File: config.mk
export PLATFORM = sky130hd
export DESIGN_NAME = via_port_interrupt_block_top
export DESIGN_NICKNAME = d
export VERILOG_FILES = /design/src/design/via_pkg.sv /design/src/design/via_port_interrupt_block_top.sv
export SDC_FILE = /design/constraint.sdc
export NUM_CORES = 1
export LEC_CHECK = 0
export ABC_AREA = 0
export BUFFER_PORTS_ARGS = -buffer_cell sky130_fd_sc_hd__buf_2
export CORE_ASPECT_RATIO = 0.7
export CORE_UTILIZATION = 35
export CTS_CLUSTER_SIZE = 30
export DETAILED_ROUTE_END_ITERATION = 8
export GPL_ROUTABILITY_DRIVEN = 0
export HOLD_SLACK_MARGIN = 0.06
export PLACE_DENSITY_LB_ADDON = 0.2
export SKIP_LAST_GASP = 1
export SLEW_MARGIN = 20
export SYNTH_ARGS = -nofsm -noshare
export SYNTH_HDL_FRONTEND = slang
export SYNTH_SLANG_ARGS = --single-unit
File: constraint.sdc
create_clock -name clk -period 3.52 [get_ports clk]
set_input_delay 0.528 -clock clk [delete_from_list [all_inputs] [get_ports clk]]
set_output_delay 0.528 -clock clk [all_outputs]
set_load 0.01 [all_outputs]
File: src/design/via_pkg.sv
// ----------------------------------------------------------------------------
// via_pkg
// Request actions, register numbers and interrupt flag positions of the
// interface adapter register block.
// ----------------------------------------------------------------------------
`default_nettype none

package via_pkg;

    typedef enum logic [2:0] {
        ACT_READ  = 3'd0,
        ACT_WRITE = 3'd1,
        ACT_CA1   = 3'd2,
        ACT_CA2   = 3'd3,
        ACT_CB1   = 3'd4,
        ACT_CB2   = 3'd5,
        ACT_RESET = 3'd6
    } action_t;

    localparam logic [3:0] REG_PORT_B    = 4'd0;
    localparam logic [3:0] REG_PORT_A    = 4'd1;
    localparam logic [3:0] REG_DDR_B     = 4'd2;
    localparam logic [3:0] REG_DDR_A     = 4'd3;
    localparam logic [3:0] REG_T1_CNT_LO = 4'd4;
    localparam logic [3:0] REG_T1_CNT_HI = 4'd5;
    localparam logic [3:0] REG_T1_LAT_HI = 4'd7;
    localparam logic [3:0] REG_T2_CNT_LO = 4'd8;
    localparam logic [3:0] REG_T2_CNT_HI = 4'd9;
    localparam logic [3:0] REG_SHIFT     = 4'd10;
    localparam logic [3:0] REG_AUX_CTRL  = 4'd11;
    localparam logic [3:0] REG_PER_CTRL  = 4'd12;
    localparam logic [3:0] REG_INT_FLAG  = 4'd13;
    localparam logic [3:0] REG_INT_EN    = 4'd14;
    localparam logic [3:0] REG_PORT_A_NH = 4'd15;

    localparam int FLAG_CA2   = 0;
    localparam int FLAG_CA1   = 1;
    localparam int FLAG_SHIFT = 2;
    localparam int FLAG_CB2   = 3;
    localparam int FLAG_CB1   = 4;
    localparam int FLAG_T2    = 5;
    localparam int FLAG_T1    = 6;
    localparam int FLAG_IRQ   = 7;

    localparam int LINE_CA1 = 0;
    localparam int LINE_CA2 = 1;
    localparam int LINE_CB1 = 2;
    localparam int LINE_CB2 = 3;

    // Peripheral control bits: edge polarity and output-mode select
    localparam int PCR_CA1_RISE = 0;
    localparam int PCR_CA2_RISE = 1;
    localparam int PCR_CA2_OUT  = 3;
    localparam int PCR_CB1_RISE = 4;
    localparam int PCR_CB2_RISE = 5;
    localparam int PCR_CB2_OUT  = 7;

    // Active edge seen: rising when rise is set, falling otherwise
    function automatic logic edge_hit(input logic old_level, input logic new_level,
                                      input logic rise);
        edge_hit = rise ? (!old_level && new_level) : (old_level && !new_level);
    endfunction

endpackage

`default_nettype wire

File: src/design/via_port_interrupt_block_top.sv
// ----------------------------------------------------------------------------
// via_port_interrupt_block_top
// Register block of a two-port interface adapter: port data and direction
// registers, edge-sensed control lines CA1, CA2, CB1, CB2 and the interrupt flag/enable pair.
// ----------------------------------------------------------------------------
// Usage:
//   Input channel (in_valid/in_ready) carries one request per accept: a bus
//   read or write of one of sixteen registers, a new level on one of the
//   control lines CA1, CA2, CB1, CB2, or a soft reset of all registers.
//   Output channel (out_valid/out_ready) returns exactly one result per
//   request: read data (zero unless a bus read), irq, both port drive values
//   and both port data latches, all as seen after the request.
//   An accepted request sits in the input register; the register update
//   and result capture happen together when it advances, which waits while
//   an earlier result is held and not yet taken.
//   Throughput is one request per cycle while results are taken; the
//   input and result registers are separate, so a new request is taken
//   while a result waits. When the receiver stalls, the result holds, the
//   input register fills and in_ready drops only when both are occupied.
//   rst_n clears the register file and both valid flags at once; the reset
//   action does the same for the register file as part of normal request flow.
//   Timer registers read as zero; timer accesses at most clear their flags.
// ----------------------------------------------------------------------------
`default_nettype none

module via_port_interrupt_block_top
    import via_pkg::*;
(
    input  wire logic       clk,
    input  wire logic       rst_n,

    input  wire logic       in_valid,
    output logic            in_ready,
    input  wire logic [2:0] action,
    input  wire logic [3:0] reg_select,
    input  wire logic [7:0] write_data,
    input  wire logic       pin_level,
    input  wire logic [7:0] port_a_pins,
    input  wire logic [7:0] port_b_pins,

    output logic            out_valid,
    input  wire logic       out_ready,
    output logic [7:0]      read_data,
    output logic            irq,
    output logic [7:0]      port_a_drive,
    output logic [7:0]      port_b_drive,
    output logic [7:0]      port_a_latch,
    output logic [7:0]      port_b_latch
);

    // ------------------------------------------------------------------
    // Input register
    // ------------------------------------------------------------------
    logic       s1_valid_reg;
    logic [2:0] s1_action_reg;
    logic [3:0] s1_reg_sel_reg;
    logic [7:0] s1_wdata_reg;
    logic       s1_level_reg;
    logic [7:0] s1_pa_reg;
    logic [7:0] s1_pb_reg;

    // ------------------------------------------------------------------
    // Register file
    // ------------------------------------------------------------------
    logic [7:0] dir_a_reg, dir_a_next;
    logic [7:0] out_a_reg, out_a_next;
    logic [7:0] dir_b_reg, dir_b_next;
    logic [7:0] out_b_reg, out_b_next;
    logic [3:0] line_levels_reg, line_levels_next;
    logic [7:0] shift_byte_reg, shift_byte_next;
    logic [7:0] aux_ctrl_reg, aux_ctrl_next;
    logic [7:0] periph_ctrl_reg, periph_ctrl_next;
    logic [7:0] int_flags_reg, int_flags_next;
    logic [6:0] int_enable_reg, int_enable_next;

    // ------------------------------------------------------------------
    // Result register
    // ------------------------------------------------------------------
    logic       out_valid_reg;
    logic [7:0] rdata_reg, rdata_next;
    logic       irq_reg;
    logic [7:0] pa_drive_reg, pb_drive_reg;
    logic [7:0] pa_latch_reg, pb_latch_reg;

    logic s1_advance;
    logic in_fire;

    // Advance the input register whenever the result slot is free or draining
    assign s1_advance = s1_valid_reg && (!out_valid_reg || out_ready);
    assign in_ready   = !s1_valid_reg || s1_advance;
    assign in_fire    = in_valid && in_ready;

    // ------------------------------------------------------------------
    // One request: read-modify-write of the register file
    // ------------------------------------------------------------------
    always_comb
    begin
        action_t    act;
        logic [7:0] flags;
        logic [7:0] pa_read;
        logic [7:0] pb_read;

        act     = action_t'(s1_action_reg);
        flags   = int_flags_reg;
        pa_read = (out_a_reg & dir_a_reg) | (s1_pa_reg & ~dir_a_reg);
        pb_read = (out_b_reg & dir_b_reg) | (s1_pb_reg & ~dir_b_reg);

        dir_a_next       = dir_a_reg;
        out_a_next       = out_a_reg;
        dir_b_next       = dir_b_reg;
        out_b_next       = out_b_reg;
        line_levels_next = line_levels_reg;
        shift_byte_next  = shift_byte_reg;
        aux_ctrl_next    = aux_ctrl_reg;
        periph_ctrl_next = periph_ctrl_reg;
        int_enable_next  = int_enable_reg;
        rdata_next       = 8'h00;

        case (act)
            ACT_READ:
            begin
                case (s1_reg_sel_reg)
                    REG_PORT_B:
                    begin
                        flags[FLAG_CB1] = 1'b0;
                        flags[FLAG_CB2] = 1'b0;
                        rdata_next      = pb_read;
                    end
                    REG_PORT_A:
                    begin
                        flags[FLAG_CA1] = 1'b0;
                        flags[FLAG_CA2] = 1'b0;
                        rdata_next      = pa_read;
                    end
                    REG_DDR_B:     rdata_next = dir_b_reg;
                    REG_DDR_A:     rdata_next = dir_a_reg;
                    REG_T1_CNT_LO: flags[FLAG_T1] = 1'b0;
                    REG_T2_CNT_LO: flags[FLAG_T2] = 1'b0;
                    REG_SHIFT:
                    begin
                        flags[FLAG_SHIFT] = 1'b0;
                        rdata_next        = shift_byte_reg;
                    end
                    REG_AUX_CTRL:  rdata_next = aux_ctrl_reg;
                    REG_PER_CTRL:  rdata_next = periph_ctrl_reg;
                    REG_INT_FLAG:  rdata_next = int_flags_reg;
                    REG_INT_EN:    rdata_next = {1'b1, int_enable_reg};
                    REG_PORT_A_NH: rdata_next = pa_read;
                    default:       rdata_next = 8'h00;
                endcase
            end
            ACT_WRITE:
            begin
                case (s1_reg_sel_reg)
                    REG_PORT_B:
                    begin
                        flags[FLAG_CB1] = 1'b0;
                        flags[FLAG_CB2] = 1'b0;
                        out_b_next      = s1_wdata_reg;
                    end
                    REG_PORT_A:
                    begin
                        flags[FLAG_CA1] = 1'b0;
                        flags[FLAG_CA2] = 1'b0;
                        out_a_next      = s1_wdata_reg;
                    end
                    REG_DDR_B:     dir_b_next = s1_wdata_reg;
                    REG_DDR_A:     dir_a_next = s1_wdata_reg;
                    REG_T1_CNT_HI,
                    REG_T1_LAT_HI: flags[FLAG_T1] = 1'b0;
                    REG_T2_CNT_HI: flags[FLAG_T2] = 1'b0;
                    REG_SHIFT:
                    begin
                        flags[FLAG_SHIFT] = 1'b0;
                        shift_byte_next   = s1_wdata_reg;
                    end
                    REG_AUX_CTRL:  aux_ctrl_next = s1_wdata_reg;
                    REG_PER_CTRL:  periph_ctrl_next = s1_wdata_reg;
                    REG_INT_FLAG:  flags[6:0] = flags[6:0] & ~s1_wdata_reg[6:0];
                    REG_INT_EN:
                    begin
                        // Bit 7 picks set or clear for the named enable bits
                        if (s1_wdata_reg[7])
                            int_enable_next = int_enable_reg | s1_wdata_reg[6:0];
                        else
                            int_enable_next = int_enable_reg & ~s1_wdata_reg[6:0];
                    end
                    REG_PORT_A_NH: out_a_next = s1_wdata_reg;
                    default:       rdata_next = 8'h00;
                endcase
            end
            ACT_CA1:
            begin
                if (edge_hit(line_levels_reg[LINE_CA1], s1_level_reg,
                             periph_ctrl_reg[PCR_CA1_RISE]))
                    flags[FLAG_CA1] = 1'b1;
                line_levels_next[LINE_CA1] = s1_level_reg;
            end
            ACT_CA2:
            begin
                // CA2 senses edges only in input mode
                if (!periph_ctrl_reg[PCR_CA2_OUT] &&
                    edge_hit(line_levels_reg[LINE_CA2], s1_level_reg,
                             periph_ctrl_reg[PCR_CA2_RISE]))
                    flags[FLAG_CA2] = 1'b1;
                line_levels_next[LINE_CA2] = s1_level_reg;
            end
            ACT_CB1:
            begin
                if (edge_hit(line_levels_reg[LINE_CB1], s1_level_reg,
                             periph_ctrl_reg[PCR_CB1_RISE]))
                    flags[FLAG_CB1] = 1'b1;
                line_levels_next[LINE_CB1] = s1_level_reg;
            end
            ACT_CB2:
            begin
                if (!periph_ctrl_reg[PCR_CB2_OUT] &&
                    edge_hit(line_levels_reg[LINE_CB2], s1_level_reg,
                             periph_ctrl_reg[PCR_CB2_RISE]))
                    flags[FLAG_CB2] = 1'b1;
                line_levels_next[LINE_CB2] = s1_level_reg;
            end
            ACT_RESET:
            begin
                dir_a_next       = 8'h00;
                out_a_next       = 8'h00;
                dir_b_next       = 8'h00;
                out_b_next       = 8'h00;
                line_levels_next = 4'h0;
                shift_byte_next  = 8'h00;
                aux_ctrl_next    = 8'h00;
                periph_ctrl_next = 8'h00;
                int_enable_next  = 7'h00;
                flags            = 8'h00;
            end
            default:
            begin
                // Unused action code: state untouched, result still reported
                rdata_next = 8'h00;
            end
        endcase

        // Summary bit follows the enabled flags after every request
        int_flags_next = {|(flags[6:0] & int_enable_next), flags[6:0]};
    end

    // ------------------------------------------------------------------
    // Control state and register file
    // ------------------------------------------------------------------
    always_ff @(posedge clk or negedge rst_n)
    begin
        if (!rst_n)
        begin
            s1_valid_reg    <= 1'b0;
            out_valid_reg   <= 1'b0;
            dir_a_reg       <= 8'h00;
            out_a_reg       <= 8'h00;
            dir_b_reg       <= 8'h00;
            out_b_reg       <= 8'h00;
            line_levels_reg <= 4'h0;
            shift_byte_reg  <= 8'h00;
            aux_ctrl_reg    <= 8'h00;
            periph_ctrl_reg <= 8'h00;
            int_flags_reg   <= 8'h00;
            int_enable_reg  <= 7'h00;
        end
        else
        begin
            if (in_fire)
                s1_valid_reg <= 1'b1;
            else if (s1_advance)
                s1_valid_reg <= 1'b0;

            if (s1_advance)
                out_valid_reg <= 1'b1;
            else if (out_ready)
                out_valid_reg <= 1'b0;

            if (s1_advance)
            begin
                dir_a_reg       <= dir_a_next;
                out_a_reg       <= out_a_next;
                dir_b_reg       <= dir_b_next;
                out_b_reg       <= out_b_next;
                line_levels_reg <= line_levels_next;
                shift_byte_reg  <= shift_byte_next;
                aux_ctrl_reg    <= aux_ctrl_next;
                periph_ctrl_reg <= periph_ctrl_next;
                int_flags_reg   <= int_flags_next;
                int_enable_reg  <= int_enable_next;
            end
        end
    end

    // ------------------------------------------------------------------
    // Payload registers: load the input stage on accept, the result on advance
    // ------------------------------------------------------------------
    always_ff @(posedge clk)
    begin
        if (in_fire)
        begin
            s1_action_reg  <= action;
            s1_reg_sel_reg <= reg_select;
            s1_wdata_reg   <= write_data;
            s1_level_reg   <= pin_level;
            s1_pa_reg      <= port_a_pins;
            s1_pb_reg      <= port_b_pins;
        end
        if (s1_advance)
        begin
            rdata_reg    <= rdata_next;
            irq_reg      <= int_flags_next[FLAG_IRQ];
            pa_drive_reg <= (out_a_next & dir_a_next) | ~dir_a_next;
            pb_drive_reg <= (out_b_next & dir_b_next) | ~dir_b_next;
            pa_latch_reg <= out_a_next;
            pb_latch_reg <= out_b_next;
        end
    end

    assign out_valid    = out_valid_reg;
    assign read_data    = rdata_reg;
    assign irq          = irq_reg;
    assign port_a_drive = pa_drive_reg;
    assign port_b_drive = pb_drive_reg;
    assign port_a_latch = pa_latch_reg;
    assign port_b_latch = pb_latch_reg;

    // ------------------------------------------------------------------
    // Assertions
    // ------------------------------------------------------------------
    a_summary_tracks_flags: assert property (@(posedge clk) disable iff (!rst_n)
        int_flags_reg[FLAG_IRQ] == |(int_flags_reg[6:0] & int_enable_reg))
        else $error("interrupt summary bit out of step with flags and enables");

    a_reset_action_clears: assert property (@(posedge clk) disable iff (!rst_n)
        s1_advance && (s1_action_reg == ACT_RESET) |=>
            (int_flags_reg == 8'h00) && (int_enable_reg == 7'h00) &&
            (dir_a_reg == 8'h00) && (dir_b_reg == 8'h00) &&
            (periph_ctrl_reg == 8'h00) && (line_levels_reg == 4'h0))
        else $error("reset action left register state behind");

    a_read_data_zero: assert property (@(posedge clk) disable iff (!rst_n)
        s1_advance && (s1_action_reg != ACT_READ) |=> (read_data == 8'h00))
        else $error("nonzero read data for a request other than a bus read");

    a_drive_covers_latch: assert property (@(posedge clk) disable iff (!rst_n)
        out_valid |-> ((port_a_drive & port_a_latch) == port_a_latch) &&
                      ((port_b_drive & port_b_latch) == port_b_latch))
        else $error("port drive low where data latch is high");

    a_stall_only_when_full: assert property (@(posedge clk) disable iff (!rst_n)
        !in_ready |-> s1_valid_reg && out_valid_reg && !out_ready)
        else $error("input stalled with room in the pipeline");

endmodule

`default_nettype wire
# After elaboration in Yosys (flattened, before gate mapping)
# Cells that the tools add are included.
dict set report totals {
  reg_bits 150
  wordCells 161
  output_inout_bits 43
  input_bits 36
}
dict set report op_classes {
  mux 50
  n_reduce_logical 42
  n_eq_ne 23
  n_bitwise 19
}
# cell count
set ops {}
lappend ops {{$pmux 8 s2} 7}
lappend ops {{$pmux 8 s9} 1}
lappend ops {{$mux 8} 7}
lappend ops {{$and 8x8->8} 6}
lappend ops {{$eq 4x4->1 const B} 8}
lappend ops {{$not 8->8} 4}
lappend ops {{$or 8x8->8} 4}
lappend ops {{$and 7x7->7} 3}
lappend ops {{$pmux 1 s4} 4}
lappend ops {{$mux 1} 15}
lappend ops {{$mux 7} 2}
lappend ops {{$pmux 1 s2} 7}
lappend ops {{$pmux 7 s2} 1}
lappend ops {{$reduce_bool 2->1} 7}
lappend ops {{$eq 4x3->1 const B} 3}
lappend ops {{$logic_and 1x1->1} 12}
lappend ops {{$eq 3x3->1 const B} 3}
lappend ops {{$logic_not 1->1} 9}
lappend ops {{$reduce_and 3->1} 3}
lappend ops {{$eq 4x2->1 const B} 2}
lappend ops {{$pmux 2 s2} 2}
lappend ops {{$reduce_and 2->1} 4}
lappend ops {{$not 7->7} 1}
lappend ops {{$or 7x7->7} 1}
lappend ops {{other kinds (12)} 18}

# Depth between registers and ports, before layout
dict set report logic_depth {
  word_depth 8
  ltp_mapped 10
  ltp_nobuf 7
}

# Least setup slack after synthesis
# No wires, ideal clock.
dict set report synth_timing {
  path_kind {input port to flip-flop}
  start {in out_ready}
  end {reg int_enable_reg[0]}
  setup_ps 91
  required_time_ps 3429
  arrival_time_ps 2849
  n_path_buf 1
  path_slack_ps 580
  path_stages 6
  cell_sequence {nand2b_1 nand2_1 inv_1 buf_1 nand2_1 o21ai_0}
}
dict set report synth_via {
  elab_chain_cells 2
}
# item line
set synth_rtl {}
lappend synth_rtl {{from (decl)} via_port_interrupt_block_top.sv:42} ;# input wire logic out_ready,
lappend synth_rtl {{$logic_or 1x1->1} via_port_interrupt_block_top.sv:89} ;# assign s1_advance = s1_valid_reg && (!out_valid_reg || out_ready);
lappend synth_rtl {{$logic_and 1x1->1} via_port_interrupt_block_top.sv:89}
lappend synth_rtl {{via s1_advance} via_port_interrupt_block_top.sv:85} ;# logic s1_advance;
lappend synth_rtl {{to (signal assigned)} via_port_interrupt_block_top.sv:290} ;# int_enable_reg <= int_enable_next;
lappend synth_rtl {{to (decl)} via_port_interrupt_block_top.sv:74} ;# logic [6:0] int_enable_reg, int_enable_next;
# The timed path passes the listed nets, and every way through them passes these cells.
# A chain may end at the register's enable or synchronous reset.

# Worst setup path in the final report
dict set report layout_timing {
  start {reg s1_reg_sel_reg[1]}
  end {reg irq_reg, in the netlist irq (data pin)}
}
dict set report layout_via {
  elab_chain_cells 6
  word_cells_on_any_way 31
  cone_classes {eq/ne (9); mux (18); bitwise (1); reduce/logical (3)}
}
# item line
set layout_rtl {}
lappend layout_rtl {{from (decl)} via_port_interrupt_block_top.sv:56} ;# logic [3:0] s1_reg_sel_reg;
lappend layout_rtl {{from (signal assigned)} via_port_interrupt_block_top.sv:303} ;# s1_reg_sel_reg <= reg_select;
lappend layout_rtl {{$eq 4x3->1} via_port_interrupt_block_top.sv:154} ;# case (s1_reg_sel_reg)
lappend layout_rtl {{$reduce_or 2->1} via_port_interrupt_block_top.sv:154}
lappend layout_rtl {{$pmux 1 s2} via_port_interrupt_block_top.sv:154}
lappend layout_rtl {{$pmux 2 s3} via_port_interrupt_block_top.sv:119} ;# case (act)
lappend layout_rtl {{$and 7x7->7 *} via_port_interrupt_block_top.sv:244} ;# int_flags_next = {|(flags[6:0] & int_enable_next), flags[6:0]};
lappend layout_rtl {{$reduce_or 7->1 *} via_port_interrupt_block_top.sv:244}
lappend layout_rtl {{via int_flags_next[7]} via_port_interrupt_block_top.sv:73} ;# logic [7:0] int_flags_reg, int_flags_next;
lappend layout_rtl {{to (signal assigned)} via_port_interrupt_block_top.sv:312} ;# irq_reg <= int_flags_next[FLAG_IRQ];
lappend layout_rtl {{to (decl)} via_port_interrupt_block_top.sv:81} ;# logic irq_reg;
# Mark *: on every way through the listed nets, which the timed path passes. The rest lies on a longest branch.

==> run summary <==
max_cap viols = 0
largest family of logic cells by synthesized area = compound AO/OA/AOI/OAI gates
count leader, synth = dfrtp_1
total grt overflow = 0
largest net degree at the start of global routing = 78
ys flop type = dfrtp_1
first-pass GRT wire length = 34.53 mm
initial core utilization = 0.3599
fin. max-slew vios = 0
r2r endpoint = irq
# IOs = 79
critical path fanouts, max = 24
list of most frequent post-synthesis cells = 77 x dfrtp_1, 76 x nand2_1, 73 x edfxtp_1
synth warn = 0
drt first pass iters = 5
Leak = 0.003320 uW
worst IR drop on VDD = 338.3 uV
filler cell count in the final layout = 1918
Vias = 5857
Post-Layout Cell Count = 1011
Slew HR = 0.3297
Die Footprint = 0.02105 mm^2
Setup crit end = irq
CP Cell Sequence = and4b_1 > a21oi_2 > o21ai_0 > o31ai_1 > a311oi_2 > nand3_1
post-synthesis mux area share = 0.03056
worst skew pair latency = 0.44 ns
ANT nets after route = 0
DP HPWL = 15.46 mm
Setup crit end kind = register
Arrival @ worst endpoint = 3.06 ns
Worst Skew = 0.01075 ns
PortBufs = 78
Mapped Area = 0.007164 mm^2
Cell Count Post-Placement = 978
Syn Inst Count = 659
initial drt markers = 601
Die Y-Extent = 121.7 um
post-CTS setup buffer count = 0
Register-to-Register Path Depth = 6
htree depth = 4
Critical path origin = s1_reg_sel_reg[1]
critical path's top delay family = simple AND/OR/NAND/NOR gates
clock sink count = 150
hold buffers post-CTS = 0
CP Buf/Inv Count = 0
synth top area cells = edfxtp_1 31%, dfrtp_1 27%, o21ai_0 4.1%, nand2_1 4.0%, a22o_1 3.8%
r2r startpoint = s1_reg_sel_reg[1]
global-route usage over all layers = 0.2239
f_max = 346.1 MHz
RSZ-0062 raised after global routing = no
Die W = 173.0 um
Post-Synth XOR/XNOR Area = 0
initial antenna violation count = 0
register area share after synthesis = 0.5749
diode count = 0
drt total wl = 22.57 mm
CTS Root Cell = clkbuf_16
final hold violation count = 0
flops & latches, synth = 150
CP Depth = 6
R2R setup slack = 0.63 ns
CP peak stage delay = 0.96 ns
Crit Path Category = reg -> reg
residual DRC count = 0
Worst-path clk slew = 0.07 ns
Yosys top cell by area = edfxtp_1
Post-Synth Adder-Cell Area = 0
Placement Rows = 43
CTS tree = built
Synth async-reset ratio = 0.5133
Setup TNS Final = 0 ns
class of the most critical hold timing path = in -> async
Syn Nets = 695
fraction of layout cells with a size suffix above 1 = 0.2092
vias in the first global route = 5561
nets = 764
Synth Area in Compound Gates = 0.2230
PD cells = 583.3 mW/mm^2
Post-CTS Resized = 0
Worst-Margin Slew = 1.005 ns
Post-Synth Simple-Gate Area = 0.1296
routed len/inst = 22.32 um
period utilisation layout = 0.8209
Setup violations, final = 0
Worst path slowest cell = and4b_1
post-synthesis average cell area = 10.87 um^2
DR vias/cell = 5.793
P&R area growth vs syn = 17.27%
share of the synthesized area in the top cell type = 0.3060
clk buf depth = 2
area of the core = 0.01991 mm^2
Post-synth EDFFs = 73
status = finished, final reports clean
min Tclk post-route = 2.890 ns
CTS buffer count = 17
unique cell type count in the Yosys netlist = 60
Startpoint Class = register
Critical Path RT = 3.69 ns
## metrics by stage
| step | hold slack, ns | instance area, um^2 | total power [uW] | util | worst slack, ns |
|---|---|---|---|---|---|
| after CTS | 0.2441 | 8392 | 4915 | 0.4216 | 0.6838 |
| after global routing | 0.2079 | 8402 | 5103 | 0.4221 | 0.3641 |
| after detailed placement | 0.4716 | 7802 | 3060 | 0.3920 | 0.7123 |
| final | 0.1265 | 8402 | 4900 | 0.4221 | 0.6304 |
| after floorplan | 0.2324 | 7164 | 2757 | - | 0.5803 |
| after global placement | 0.4617 | 7802 | 3033 | 0.3920 | 0.7583 |
## kinds of logic (layout without fill, tap and decap cells)
kind of cell | after synthesis | count (layout)
buf+inv | 68 | 150
compound gates | 235 | 235
simple gates | 185 | 185
flops | 150 | 150
mux | 21 | 21
## power breakdown
| group | leakage (uW) | switching (uW) | internal [uW] |
|---|---|---|---|
| clock network | 0.000286 | 743 | 1110 |
| logic | 0.00135 | 400 | 282 |
| registers | 0.00169 | 249 | 2120 |
| total | 0.00332 | 1390 | 3510 |
## final cells by class
type	instances	area (um^2)	share of cell area
clock buffers	18	429.2	0.05108
clock inverters	14	160.2	0.01906
inverters	23	86.33	0.01028
multi-input cells	441	2748	0.3270
flip-flops and latches	150	4119	0.4902
well taps	270	337.8	0.04021
repair buffers	95	521.8	0.06210
## cells in the final DEF, fill, tap and decap left out, types with 3 or more instances in the layout
| master | synthesis | layout |
|---|---|---|
| a21o_1 | 13 | 13 |
| a21oi_1 | 44 | 44 |
| a21oi_2 | 6 | 6 |
| a221o_1 | 8 | 8 |
| a221oi_1 | 6 | 6 |
| a22o_1 | 31 | 31 |
| a22oi_1 | 14 | 14 |
| a31oi_1 | 6 | 6 |
| a32o_1 | 3 | 3 |
| and3_1 | 12 | 12 |
| buf_2 | 15 | 78 |
| buf_4 | 3 | 16 |
| bufinv_16 | 0 | 3 |
| clkbuf_16 | 0 | 17 |
| clkinv_2 | 0 | 6 |
| clkinvlp_4 | 0 | 3 |
| dfrtp_1 | 77 | 77 |
| edfxtp_1 | 73 | 73 |
| inv_1 | 23 | 22 |
| mux2_2 | 7 | 7 |
| mux2i_1 | 14 | 14 |
| nand2_1 | 76 | 76 |
| nand2b_1 | 6 | 6 |
| nand3_1 | 28 | 28 |
| nand3b_1 | 4 | 4 |
| nor2_1 | 22 | 22 |
| nor2_2 | 4 | 4 |
| nor2_4 | 4 | 4 |
| nor2b_1 | 3 | 3 |
| nor3_1 | 4 | 4 |
| nor3b_1 | 5 | 5 |
| o211ai_1 | 3 | 3 |
| o21ai_0 | 59 | 59 |
| o21ai_1 | 11 | 11 |
| o22ai_1 | 4 | 4 |
| o31ai_1 | 3 | 3 |
| o41ai_1 | 3 | 3 |
| or2_1 | 3 | 3 |
| or3b_1 | 3 | 3 |
## worst reg2reg max path: stages (launching register included)
cell,delay (ns)
edfxtp_1,0.78
and4b_1,0.97
a21oi_2,0.14
o21ai_0,0.18
o31ai_1,0.12
a311oi_2,0.33
nand3_1,0.12
## routing by layer
| metal | up-vias | part of all wire | GRT usage |
|---|---|---|---|
| met3 | 28 | 0.099 | 0.06929 |
| met1 | 2899 | 0.49 | 0.3410 |
| met5 | - | 0 | 0 |
| met2 | 308 | 0.40 | 0.2981 |
| met4 | 0 | 0.015 | 0.06637 |
| li1 | 2622 | - | - |
## worst min-delay path by stage
stage	endpoint	slack, ns
after floorplan	aux_ctrl_reg[0]	0.23
after global placement	shift_byte_reg[1]	0.46
after detailed placement	shift_byte_reg[3]	0.47
after CTS	s1_pa_reg[4]	0.24
after global routing	aux_ctrl_reg[3]	0.21
final	dir_a_reg[2]	0.13
Note: power is estimated with default switching activity, not from simulation.
